--- config.mk ---
export PLATFORM = sky130hd
export DESIGN_NAME = integer_to_roman_encoder
export DESIGN_NICKNAME = d
export VERILOG_FILES = /design/src/hdl/i2r_pkg.sv /design/src/hdl/i2r_front.sv /design/src/hdl/i2r_queue.sv /design/src/hdl/i2r_back.sv /design/src/hdl/integer_to_roman_encoder.sv
export SDC_FILE = /design/constraint.sdc
export NUM_CORES = 1
export LEC_CHECK = 0
export BUFFER_PORTS_ARGS = -buffer_cell sky130_fd_sc_hd__clkbuf_2
export CAP_MARGIN = 0
export CORE_ASPECT_RATIO = 0.75
export CORE_UTILIZATION = 60
export DETAILED_ROUTE_END_ITERATION = 6
export PLACE_DENSITY = 0.79
export REMOVE_ABC_BUFFERS = 1
export SLEW_MARGIN = 20
export SYNTH_ARGS = -nofsm -noshare
export SYNTH_HDL_FRONTEND = slang
export SYNTH_SLANG_ARGS = --single-unit
--- constraint.sdc ---
create_clock -name clk -period 6.6 [get_ports clk]
set_clock_uncertainty 0.15 [all_clocks]
set_input_delay 0.33 -clock clk [delete_from_list [all_inputs] [get_ports clk]]
set_output_delay 0.33 -clock clk [all_outputs]
set_load 0.005 [all_outputs]
--- src/hdl/i2r_pkg.sv ---
// ----------------------------------------------------------------------------
// i2r_pkg
// Shared types, constants and numeral tables for the integer to Roman
// numeral encoder.
// ----------------------------------------------------------------------------
package i2r_pkg;

  // Field widths
  localparam int VALUE_W  = 12;
  localparam int SYMBOL_W = 7;

  // Largest value that can be written as a numeral
  localparam logic [VALUE_W-1:0] VALUE_MAX = 12'd3999;

  // Greedy step table size
  localparam int NUM_STEPS  = 13;
  localparam int STEP_IDX_W = $clog2(NUM_STEPS);

  // Queue between the front and the back
  localparam int QDEPTH = 2;
  localparam int QPTR_W = (QDEPTH > 1) ? $clog2(QDEPTH) : 1;
  localparam int QCNT_W = $clog2(QDEPTH + 1);

  // ASCII codes of the numeral letters
  localparam logic [SYMBOL_W-1:0] SYM_NONE = 7'h00;
  localparam logic [SYMBOL_W-1:0] SYM_I    = 7'h49;
  localparam logic [SYMBOL_W-1:0] SYM_V    = 7'h56;
  localparam logic [SYMBOL_W-1:0] SYM_X    = 7'h58;
  localparam logic [SYMBOL_W-1:0] SYM_L    = 7'h4C;
  localparam logic [SYMBOL_W-1:0] SYM_C    = 7'h43;
  localparam logic [SYMBOL_W-1:0] SYM_D    = 7'h44;
  localparam logic [SYMBOL_W-1:0] SYM_M    = 7'h4D;

  // One classified item as held in the queue
  typedef struct packed {
    logic [VALUE_W-1:0] value;
    logic               oor;
  } item_t;

  // Queue status seen by the front and the back
  typedef struct packed {
    logic full;
    logic empty;
  } q_status_t;

  // Back end sequencer states
  typedef enum logic [1:0] {
    BK_IDLE,
    BK_EMIT,
    BK_PAIR
  } back_state_t;

  // Value of each greedy step, largest first
  function automatic logic [VALUE_W-1:0] step_value(input logic [STEP_IDX_W-1:0] idx);
    logic [VALUE_W-1:0] v;
    case (idx)
      4'd0:    v = 12'd1000;
      4'd1:    v = 12'd900;
      4'd2:    v = 12'd500;
      4'd3:    v = 12'd400;
      4'd4:    v = 12'd100;
      4'd5:    v = 12'd90;
      4'd6:    v = 12'd50;
      4'd7:    v = 12'd40;
      4'd8:    v = 12'd10;
      4'd9:    v = 12'd9;
      4'd10:   v = 12'd5;
      4'd11:   v = 12'd4;
      default: v = 12'd1;
    endcase
    return v;
  endfunction

  // Leading letter of each step
  function automatic logic [SYMBOL_W-1:0] step_first(input logic [STEP_IDX_W-1:0] idx);
    logic [SYMBOL_W-1:0] s;
    case (idx)
      4'd0:    s = SYM_M;
      4'd1:    s = SYM_C;
      4'd2:    s = SYM_D;
      4'd3:    s = SYM_C;
      4'd4:    s = SYM_C;
      4'd5:    s = SYM_X;
      4'd6:    s = SYM_L;
      4'd7:    s = SYM_X;
      4'd8:    s = SYM_X;
      4'd9:    s = SYM_I;
      4'd10:   s = SYM_V;
      default: s = SYM_I;
    endcase
    return s;
  endfunction

  // Trailing letter of a subtractive pair, SYM_NONE for a single letter
  function automatic logic [SYMBOL_W-1:0] step_second(input logic [STEP_IDX_W-1:0] idx);
    logic [SYMBOL_W-1:0] s;
    case (idx)
      4'd1:    s = SYM_M;
      4'd3:    s = SYM_D;
      4'd5:    s = SYM_C;
      4'd7:    s = SYM_L;
      4'd9:    s = SYM_X;
      4'd11:   s = SYM_V;
      default: s = SYM_NONE;
    endcase
    return s;
  endfunction

endpackage

--- src/hdl/i2r_front.sv ---
// ----------------------------------------------------------------------------
// i2r_front
// Accepts input values, flags those outside 1..3999 and pushes the
// classified item into the queue.
// ----------------------------------------------------------------------------
module i2r_front (
  input  logic                          start,
  output logic                          busy,
  input  logic [i2r_pkg::VALUE_W-1:0]   in_value,
  input  i2r_pkg::q_status_t            q_status,
  output logic                          push,
  output i2r_pkg::item_t                push_item
);

  // Stall the source while the queue has no room
  assign busy = q_status.full;
  assign push = start && !q_status.full;

  // Classify the value
  always_comb begin
    push_item.value = in_value;
    push_item.oor   = (in_value == '0) || (in_value > i2r_pkg::VALUE_MAX);
  end

endmodule

--- src/hdl/i2r_queue.sv ---
// ----------------------------------------------------------------------------
// i2r_queue
// Short first-in first-out queue of classified items between the front
// and the back.
// ----------------------------------------------------------------------------
module i2r_queue (
  input  logic                 clk,
  input  logic                 rst_n,
  input  logic                 push,
  input  i2r_pkg::item_t       push_item,
  input  logic                 pop,
  output i2r_pkg::item_t       pop_item,
  output i2r_pkg::q_status_t   q_status
);

  i2r_pkg::item_t                  entry_r [i2r_pkg::QDEPTH];
  logic [i2r_pkg::QPTR_W-1:0]      wr_ptr_r;
  logic [i2r_pkg::QPTR_W-1:0]      rd_ptr_r;
  logic [i2r_pkg::QCNT_W-1:0]      count_r;
  logic                            do_push;
  logic                            do_pop;

  localparam logic [i2r_pkg::QPTR_W-1:0] PTR_LAST = i2r_pkg::QPTR_W'(i2r_pkg::QDEPTH - 1);
  localparam logic [i2r_pkg::QCNT_W-1:0] CNT_FULL = i2r_pkg::QCNT_W'(i2r_pkg::QDEPTH);
  localparam logic [i2r_pkg::QCNT_W-1:0] CNT_ONE  = i2r_pkg::QCNT_W'(1);

  assign q_status.full  = (count_r == CNT_FULL);
  assign q_status.empty = (count_r == '0);
  assign do_push        = push && !q_status.full;
  assign do_pop         = pop && !q_status.empty;
  assign pop_item       = entry_r[rd_ptr_r];

  // Store pushed items
  always_ff @(posedge clk) begin
    if (do_push) begin
      entry_r[wr_ptr_r] <= push_item;
    end
  end

  // Advance pointers and occupancy
  always_ff @(posedge clk) begin
    if (!rst_n) begin
      wr_ptr_r <= '0;
      rd_ptr_r <= '0;
      count_r  <= '0;
    end else begin
      if (do_push) begin
        wr_ptr_r <= (wr_ptr_r == PTR_LAST) ? '0 : wr_ptr_r + 1'b1;
      end
      if (do_pop) begin
        rd_ptr_r <= (rd_ptr_r == PTR_LAST) ? '0 : rd_ptr_r + 1'b1;
      end
      if (do_push && !do_pop) begin
        count_r <= count_r + CNT_ONE;
      end else if (do_pop && !do_push) begin
        count_r <= count_r - CNT_ONE;
      end
    end
  end

  // Occupancy never exceeds the depth
  a_count_bound: assert property (@(posedge clk) disable iff (!rst_n)
    count_r <= CNT_FULL)
    else $error("queue occupancy above depth");

  // A push into a full queue would be lost
  a_no_overflow: assert property (@(posedge clk) disable iff (!rst_n)
    push |-> !q_status.full)
    else $error("push into full queue");

endmodule

--- src/hdl/i2r_back.sv ---
// ----------------------------------------------------------------------------
// i2r_back
// Pops classified items and emits the numeral one letter per cycle, taking
// the largest step that fits the remaining value each time.
// ----------------------------------------------------------------------------
module i2r_back (
  input  logic                           clk,
  input  logic                           rst_n,
  input  i2r_pkg::q_status_t             q_status,
  input  i2r_pkg::item_t                 pop_item,
  output logic                           pop,
  output logic                           out_valid,
  output logic [i2r_pkg::SYMBOL_W-1:0]   out_symbol,
  output logic                           out_is_last,
  output logic                           out_out_of_range
);

  i2r_pkg::back_state_t              state_r, state_nxt;
  logic [i2r_pkg::VALUE_W-1:0]       rest_r, rest_nxt;
  logic [i2r_pkg::SYMBOL_W-1:0]      second_r, second_nxt;
  logic                              valid_r, valid_nxt;
  logic [i2r_pkg::SYMBOL_W-1:0]      symbol_r, symbol_nxt;
  logic                              last_r, last_nxt;
  logic                              oor_r, oor_nxt;
  logic [i2r_pkg::STEP_IDX_W-1:0]    pick;
  logic [i2r_pkg::VALUE_W-1:0]       rest_sub;
  logic [i2r_pkg::SYMBOL_W-1:0]      pick_second;

  // Pick the largest step not above the remaining value
  always_comb begin
    pick = i2r_pkg::STEP_IDX_W'(i2r_pkg::NUM_STEPS - 1);
    for (int i = i2r_pkg::NUM_STEPS - 1; i >= 0; i--) begin
      if (rest_r >= i2r_pkg::step_value(i2r_pkg::STEP_IDX_W'(i))) begin
        pick = i2r_pkg::STEP_IDX_W'(i);
      end
    end
  end

  assign rest_sub    = rest_r - i2r_pkg::step_value(pick);
  assign pick_second = i2r_pkg::step_second(pick);

  // Sequencer: next state and result
  always_comb begin
    state_nxt  = state_r;
    rest_nxt   = rest_r;
    second_nxt = second_r;
    valid_nxt  = 1'b0;
    symbol_nxt = i2r_pkg::SYM_NONE;
    last_nxt   = 1'b0;
    oor_nxt    = 1'b0;
    pop        = 1'b0;
    case (state_r)
      i2r_pkg::BK_IDLE: begin
        if (!q_status.empty) begin
          pop = 1'b1;
          if (pop_item.oor) begin
            valid_nxt = 1'b1;
            last_nxt  = 1'b1;
            oor_nxt   = 1'b1;
          end else begin
            rest_nxt  = pop_item.value;
            state_nxt = i2r_pkg::BK_EMIT;
          end
        end
      end
      i2r_pkg::BK_EMIT: begin
        valid_nxt  = 1'b1;
        symbol_nxt = i2r_pkg::step_first(pick);
        rest_nxt   = rest_sub;
        if (pick_second != i2r_pkg::SYM_NONE) begin
          second_nxt = pick_second;
          state_nxt  = i2r_pkg::BK_PAIR;
        end else if (rest_sub == '0) begin
          last_nxt  = 1'b1;
          state_nxt = i2r_pkg::BK_IDLE;
        end
      end
      i2r_pkg::BK_PAIR: begin
        valid_nxt  = 1'b1;
        symbol_nxt = second_r;
        if (rest_r == '0) begin
          last_nxt  = 1'b1;
          state_nxt = i2r_pkg::BK_IDLE;
        end else begin
          state_nxt = i2r_pkg::BK_EMIT;
        end
      end
      default: begin
        state_nxt = i2r_pkg::BK_IDLE;
      end
    endcase
  end

  // Hold control state
  always_ff @(posedge clk) begin
    if (!rst_n) begin
      state_r <= i2r_pkg::BK_IDLE;
      valid_r <= 1'b0;
    end else begin
      state_r <= state_nxt;
      valid_r <= valid_nxt;
    end
  end

  // Hold working value and result payload
  always_ff @(posedge clk) begin
    rest_r   <= rest_nxt;
    second_r <= second_nxt;
    symbol_r <= symbol_nxt;
    last_r   <= last_nxt;
    oor_r    <= oor_nxt;
  end

  assign out_valid        = valid_r;
  assign out_symbol       = symbol_r;
  assign out_is_last      = last_r;
  assign out_out_of_range = oor_r;

  // An out-of-range result is a lone, letterless, final result
  a_oor_shape: assert property (@(posedge clk) disable iff (!rst_n)
    (out_valid && out_out_of_range) |-> (out_is_last && out_symbol == i2r_pkg::SYM_NONE))
    else $error("malformed out-of-range result");

  // The second letter of a pair follows a non-final first letter
  a_pair_follows: assert property (@(posedge clk) disable iff (!rst_n)
    (state_r == i2r_pkg::BK_PAIR) |-> (out_valid && !out_is_last && !out_out_of_range))
    else $error("pair letter without leading letter");

  // A run ends only when the remaining value is used up
  a_last_empty: assert property (@(posedge clk) disable iff (!rst_n)
    (out_valid && out_is_last && !out_out_of_range) |-> (rest_r == '0))
    else $error("run ended with value left over");

endmodule

--- src/hdl/integer_to_roman_encoder.sv ---
// ----------------------------------------------------------------------------
// integer_to_roman_encoder
// Converts a 12-bit integer to its Roman numeral, one ASCII letter per
// output strobe, most significant letter first.
// ----------------------------------------------------------------------------
// Flow: with the back end idle, an accepted value is written into the queue,
//   popped and loaded by the back end, and its first letter is then registered
//   onto the outputs; an out-of-range result is registered straight from the
//   load. The back end finishes one item before it pops another; a two-entry
//   queue lets further items be accepted meanwhile until it fills.
// Reset: synchronous, active low; clears the queue and the sequencer.
module integer_to_roman_encoder (
  input  logic                           clk,
  input  logic                           rst_n,
  input  logic                           start,
  output logic                           busy,
  input  logic [i2r_pkg::VALUE_W-1:0]    in_value,
  output logic                           out_valid,
  output logic [i2r_pkg::SYMBOL_W-1:0]   out_symbol,
  output logic                           out_is_last,
  output logic                           out_out_of_range
);

  i2r_pkg::q_status_t q_status;
  i2r_pkg::item_t     push_item;
  i2r_pkg::item_t     pop_item;
  logic               push;
  logic               pop;

  // Accept and classify
  i2r_front u_front (
    .start     (start),
    .busy      (busy),
    .in_value  (in_value),
    .q_status  (q_status),
    .push      (push),
    .push_item (push_item)
  );

  // Buffer classified items
  i2r_queue u_queue (
    .clk       (clk),
    .rst_n     (rst_n),
    .push      (push),
    .push_item (push_item),
    .pop       (pop),
    .pop_item  (pop_item),
    .q_status  (q_status)
  );

  // Emit letters
  i2r_back u_back (
    .clk              (clk),
    .rst_n            (rst_n),
    .q_status         (q_status),
    .pop_item         (pop_item),
    .pop              (pop),
    .out_valid        (out_valid),
    .out_symbol       (out_symbol),
    .out_is_last      (out_is_last),
    .out_out_of_range (out_out_of_range)
  );

endmodule
==> report_table.html <==
<table>
<tr><th>Metric</th><th>Value</th></tr>
<tr><th colspan="2">STA</th></tr>
<tr><td>Worst Setup Slack, final</td><td>1500 ps</td></tr>
<tr><td>Crit path time final</td><td>roughly 5000 ps</td></tr>
<tr><td>Setup-violating endpoint count in the final report</td><td>0</td></tr>
<tr><td>TNS Setup</td><td>0 ps</td></tr>
<tr><td>Headroom to the max-slew limit</td><td>34.1%</td></tr>
<tr><td>Fmax</td><td>0.196 GHz</td></tr>
<tr><td>Share of the clock period used by the worst path</td><td>about 77%</td></tr>
<tr><td>Hold Violations, Final</td><td>0</td></tr>
<tr><td>Actual slew at the worst max-slew pin</td><td>roughly 1000 ps</td></tr>
<tr><td>Final Max Tran Viols</td><td>0</td></tr>
<tr><td>Setup repair after global routing missed its margin</td><td>false</td></tr>
<tr><td>Hold Slack</td><td>43.1 ps</td></tr>
<tr><th colspan="2">Setup path</th></tr>
<tr><td>Source of the worst register-to-register timing path</td><td>u_back.rest_r[10]$_DFFE_PP_</td></tr>
<tr><td>Path depth of the worst reg2reg path</td><td>15</td></tr>
<tr><td>Worst-case register-to-register setup slack</td><td>1500 ps</td></tr>
<tr><td>Cell family with the largest share of critical-path delay</td><td>compound AO/OA/AOI/OAI gates</td></tr>
<tr><td>Slowest cell on the critical path</td><td>edfxtp_1</td></tr>
<tr><td>Worst Path Buf+Inv</td><td>0</td></tr>
<tr><td>Kind of end point of the critical path</td><td>flip-flop</td></tr>
<tr><td>Worst-path maximum fanout</td><td>9</td></tr>
<tr><td>Setup Crit Path Kind</td><td>flip-flop to flip-flop</td></tr>
<tr><td>Launching element type of the critical path</td><td>flip-flop</td></tr>
<tr><td>Crit Reg-Reg Endpoint</td><td>u_back.state_r[1]$_SDFFE_PN0P_</td></tr>
<tr><td>Worst endpoint required time</td><td>6680 ps</td></tr>
<tr><td>Critical path cell sequence</td><td>or3_1 &gt; nor3_2 &gt; a21oi_1 &gt; a311o_1 &gt; a21o_1 &gt; ha_1 &gt; a21oi_1 &gt; ha_1 &gt; and2_4 &gt; a221o_1 &gt; or3_4 &gt; a2111oi_2 &gt; and4b_1 &gt; nand4_1 &gt; a22o_1</td></tr>
<tr><td>Largest stage delay, worst path</td><td>roughly 500 ps</td></tr>
<tr><td>Worst EP arrival</td><td>5180 ps</td></tr>
<tr><th colspan="2">GRT</th></tr>
<tr><td>Vias in the first global route</td><td>2678</td></tr>
<tr><td>Combined global-route utilization of all metal layers</td><td>roughly 27%</td></tr>
<tr><td>Number of antenna violations at the first check in global routing</td><td>0</td></tr>
<tr><td>M3 GR Usage</td><td>6.91%</td></tr>
<tr><td>Wire length of the first global-routing pass</td><td>13.3 mm</td></tr>
<tr><td>Pin count of the biggest net entering global routing</td><td>31</td></tr>
<tr><td>Overall overflow remaining after global route</td><td>0</td></tr>
<tr><td>Global-route met1 utilization</td><td>a little under two fifths</td></tr>
<tr><td>Met2 track utilization from global routing</td><td>39.0%</td></tr>
<tr><td>Busiest grt layer</td><td>met2</td></tr>
<tr><th colspan="2">Route</th></tr>
<tr><td>Total number of vias</td><td>roughly 3000</td></tr>
<tr><td>Mean routed wirelength per cell</td><td>between 15 and 20 µm</td></tr>
<tr><td>Post-detailed-route count of antenna-violating nets</td><td>0</td></tr>
<tr><td>Number of detailed-route iterations in the first pass</td><td>5</td></tr>
<tr><td>Final Routed Wirelength</td><td>8.11 mm</td></tr>
<tr><td>Post-detailed-route via-to-cell ratio</td><td>6.23</td></tr>
<tr><td>DRC marker count from the first detailed-route iteration</td><td>252</td></tr>
<tr><td>DRC Markers</td><td>0</td></tr>
<tr><th colspan="2">Pwr</th></tr>
<tr><td>Power density over the cells</td><td>~560 nW/µm²</td></tr>
<tr><td>Combinational fraction of design power</td><td>55.8%</td></tr>
<tr><td>Total net switching power</td><td>1.02 mW</td></tr>
<tr><td>Power share of the clock group</td><td>15.6%</td></tr>
<tr><td>IR drop worst, VDD</td><td>0.252 mV</td></tr>
<tr><td>Internal cell power</td><td>~1.3 mW</td></tr>
<tr><td>Fraction of power spent switching nets</td><td>between 40 and 50%</td></tr>
<tr><td>Leakage power</td><td>1.56 nW</td></tr>
<tr><td>Part of the power in registers</td><td>28.6%</td></tr>
<tr><td>Overall power of the completed layout</td><td>2.27 mW</td></tr>
<tr><th colspan="2">Synth</th></tr>
<tr><td>Synth Instances</td><td>roughly 370</td></tr>
<tr><td>Ranking of synthesized cells by area</td><td>edfxtp_1 36%, dfxtp_1 8.7%, ha_1 6.8%, o21ai_0 3.8%, a21oi_1 3.7%</td></tr>
<tr><td>Number of warning messages in the yosys log</td><td>0</td></tr>
<tr><td>Cell area after technology mapping</td><td>between 3000 and 4000 µm²</td></tr>
<tr><td>Register area share after synthesis</td><td>between 40% and 50%</td></tr>
<tr><td>Post-synth EDFFs</td><td>between 40 and 50</td></tr>
<tr><td>Cell type with the highest aggregate area in the netlist</td><td>edfxtp_1</td></tr>
<tr><td>Mapped Avg Cell Area</td><td>9.82 µm²</td></tr>
<tr><td>Most used standard cells in the synthesized netlist</td><td>44 x edfxtp_1, 34 x nand2_1, 28 x o21ai_0</td></tr>
<tr><td>Yosys reg bits</td><td>60</td></tr>
<tr><td>Dominant cell by count in the synthesized netlist</td><td>edfxtp_1</td></tr>
<tr><td>Most instantiated flip-flop cell in the synthesis netlist</td><td>edfxtp_1</td></tr>
<tr><td>Share of flip-flops with an asynchronous set or reset</td><td>0%</td></tr>
<tr><td>Post-synth top area share</td><td>36.0%</td></tr>
<tr><td>Cell variety after synth</td><td>between 60 and 70</td></tr>
<tr><th colspan="2">Placement</th></tr>
<tr><td>Final weighted congestion of routability-driven global placement</td><td>0.933</td></tr>
<tr><td>Placed insts</td><td>459</td></tr>
<tr><td>Placed Instance Area</td><td>3810 µm²</td></tr>
<tr><td>Post-DP HPWL</td><td>5.95 mm</td></tr>
<tr><td>Pre-CTS worst setup slack</td><td>1630 ps</td></tr>
<tr><td>Count of port buffers added during placement</td><td>24</td></tr>
<tr><th colspan="2">Finish</th></tr>
<tr><td>Post-route cell area</td><td>slightly above 4000 µm²</td></tr>
<tr><td>Number of antenna cells inserted</td><td>0</td></tr>
<tr><td>Fin cells</td><td>475</td></tr>
<tr><td>Nets</td><td>428</td></tr>
<tr><td>Layout overhead on the synthesized area</td><td>9.64%</td></tr>
<tr><td>Final core occ</td><td>68.8%</td></tr>
<tr><td>Fraction of layout cells with a size suffix above 1</td><td>13.9%</td></tr>
<tr><th colspan="2">Worst hold path</th></tr>
<tr><td>Worst hold path endpoint</td><td>u_queue.entry_r[1][2]$_DFFE_PP_</td></tr>
<tr><td>Hold path cells</td><td>1</td></tr>
<tr><td>HP Start</td><td>in_value[1]</td></tr>
<tr><td>Type of the most critical hold path</td><td>input pin to flip-flop</td></tr>
<tr><th colspan="2">Clock network</th></tr>
<tr><td>Level count of the clock H-tree</td><td>3</td></tr>
<tr><td>CTS-repair resized insts</td><td>0</td></tr>
<tr><td>TritonCTS Buffers</td><td>9</td></tr>
<tr><td>TritonCTS Sinks</td><td>60</td></tr>
<tr><td>Post-CTS Hold Fix Bufs</td><td>0</td></tr>
<tr><td>Skew-Pair Late Insertion Delay</td><td>340 ps</td></tr>
<tr><td>Post-CTS repair timing setup buffer count</td><td>0</td></tr>
<tr><td>Root buffer selected by CTS</td><td>clkbuf_8</td></tr>
<tr><td>TritonCTS clock tree</td><td>built</td></tr>
<tr><td>CTS clk-pin slew, worst paths</td><td>roughly 70 ps</td></tr>
<tr><td>Worst-case clock buffer depth</td><td>2</td></tr>
<tr><th colspan="2">Die</th></tr>
<tr><td>Initial core utilization</td><td>62.7%</td></tr>
<tr><td>Count of standard-cell rows</td><td>24</td></tr>
<tr><td>I/O pin count</td><td>26</td></tr>
<tr><td>Die height</td><td>between 60 and 70 µm</td></tr>
<tr><td>Die outline width</td><td>92.4 µm</td></tr>
<tr><td>Core box area</td><td>approximately 6000 µm²</td></tr>
<tr><td>Die Footprint</td><td>6440 µm²</td></tr>
<tr><th colspan="2">Run</th></tr>
<tr><td>Max-cap violation count</td><td>0</td></tr>
<tr><th colspan="2">Status</th></tr>
<tr><td>Run status</td><td>finished, final reports clean</td></tr>
</table>
worst max-delay path by stage:
| stage | from | to | slack (ps) | cells past startpoint |
|---|---|---|---|---|
| 3_3_place_gp | u_back.rest_r[10]$_DFFE_PP_ | u_back.state_r[1]$_SDFFE_PN0P_ | 1770 | 15 |
| 5_1_grt | u_back.rest_r[5]$_DFFE_PP_ | u_back.state_r[1]$_SDFFE_PN0P_ | 1280 | 16 |
| 6_report | u_back.rest_r[10]$_DFFE_PP_ | u_back.state_r[1]$_SDFFE_PN0P_ | 1500 | 15 |
| 2_1_floorplan | u_back.rest_r[3]$_DFFE_PP_ | u_back.state_r[1]$_SDFFE_PN0P_ | 2040 | 15 |
| 4_1_cts | u_back.rest_r[10]$_DFFE_PP_ | u_back.state_r[1]$_SDFFE_PN0P_ | 1600 | 15 |
| 3_5_place_dp | u_back.rest_r[10]$_DFFE_PP_ | u_back.state_r[1]$_SDFFE_PN0P_ | 1630 | 15 |
cell families after synthesis:
logic type,after synthesis,share of synthesized area (%)
xor+xnor,8,1.91
compound gates,106,19.7
buf+inv,31,3.58
mux,13,3.64
flops,60,44.7
fa+ha+maj,21,7.36
other cells,1,0.102
simple gates,134,19.1
state kept, by name, indices dropped and copies added (netlist names), named ones only:
name                     count
u_back.out_is_last           1
u_queue.count_r              2
u_queue.wr_ptr_r             1
u_back.out_symbol            6
u_back.state_r               2
u_back.out_valid             1
u_queue.rd_ptr_r             1
u_back.out_out_of_range      1
u_queue.entry_r             26
u_back.rest_r               12
u_back.second_r              6
metal layers:
metal,routed length [µm],part of all wire [%]
met1,3840,47
met2,3510,43
met3,562,6.9
met4,204,2.5
met5,0,0
cell usage in the layout (no fill, tap or decap), types with 5 or more instances in the layout:
master	n
xnor2_1	6
ha_1	20
nor2_1	25
nand3_1	10
mux2i_1	10
nand2_1	34
o21ai_0	28
nor2b_1	14
a21oi_1	27
clkbuf_8	12
dfxtp_1	16
inv_1	12
and2_1	5
nor3_1	8
nand4_1	5
a211oi_1	7
clkbuf_2	24
edfxtp_1	44
area by class of cell:
cell class / count / area (µm²)
inverter: 14 / 52.6
multi-input combinational: 283 / 1900
tap: 78 / 97.6
fill: 474 / 1830
clock buffer: 13 / 169
timing repair buffer: 24 / 120
sequential: 60 / 1640
clock inverter: 3 / 43.8
worst register-to-register path, stage by stage, from the launching register on:
cell       delay (ps)
edfxtp_1          500
or3_1             400
nor3_2            320
a21oi_1           120
a311o_1           300
a21o_1            260
ha_1              370
a21oi_1           160
ha_1              340
and2_4            210
a221o_1           330
or3_4             380
a2111oi_2         430
and4b_1           260
nand4_1           210
a22o_1            260
power by group through the flow:
stage / logic (mW) / registers, mW / clock network [mW]
final: 1.27 / 0.650 / 0.355
after global routing: 1.39 / 0.664 / 0.371
after CTS: 1.24 / 0.648 / 0.358
after detailed placement: 1.23 / 0.656 / 0
after global placement: 1.21 / 0.652 / 0
after floorplan: 0.960 / 0.623 / 0
(Power assumes the default switching activity.)
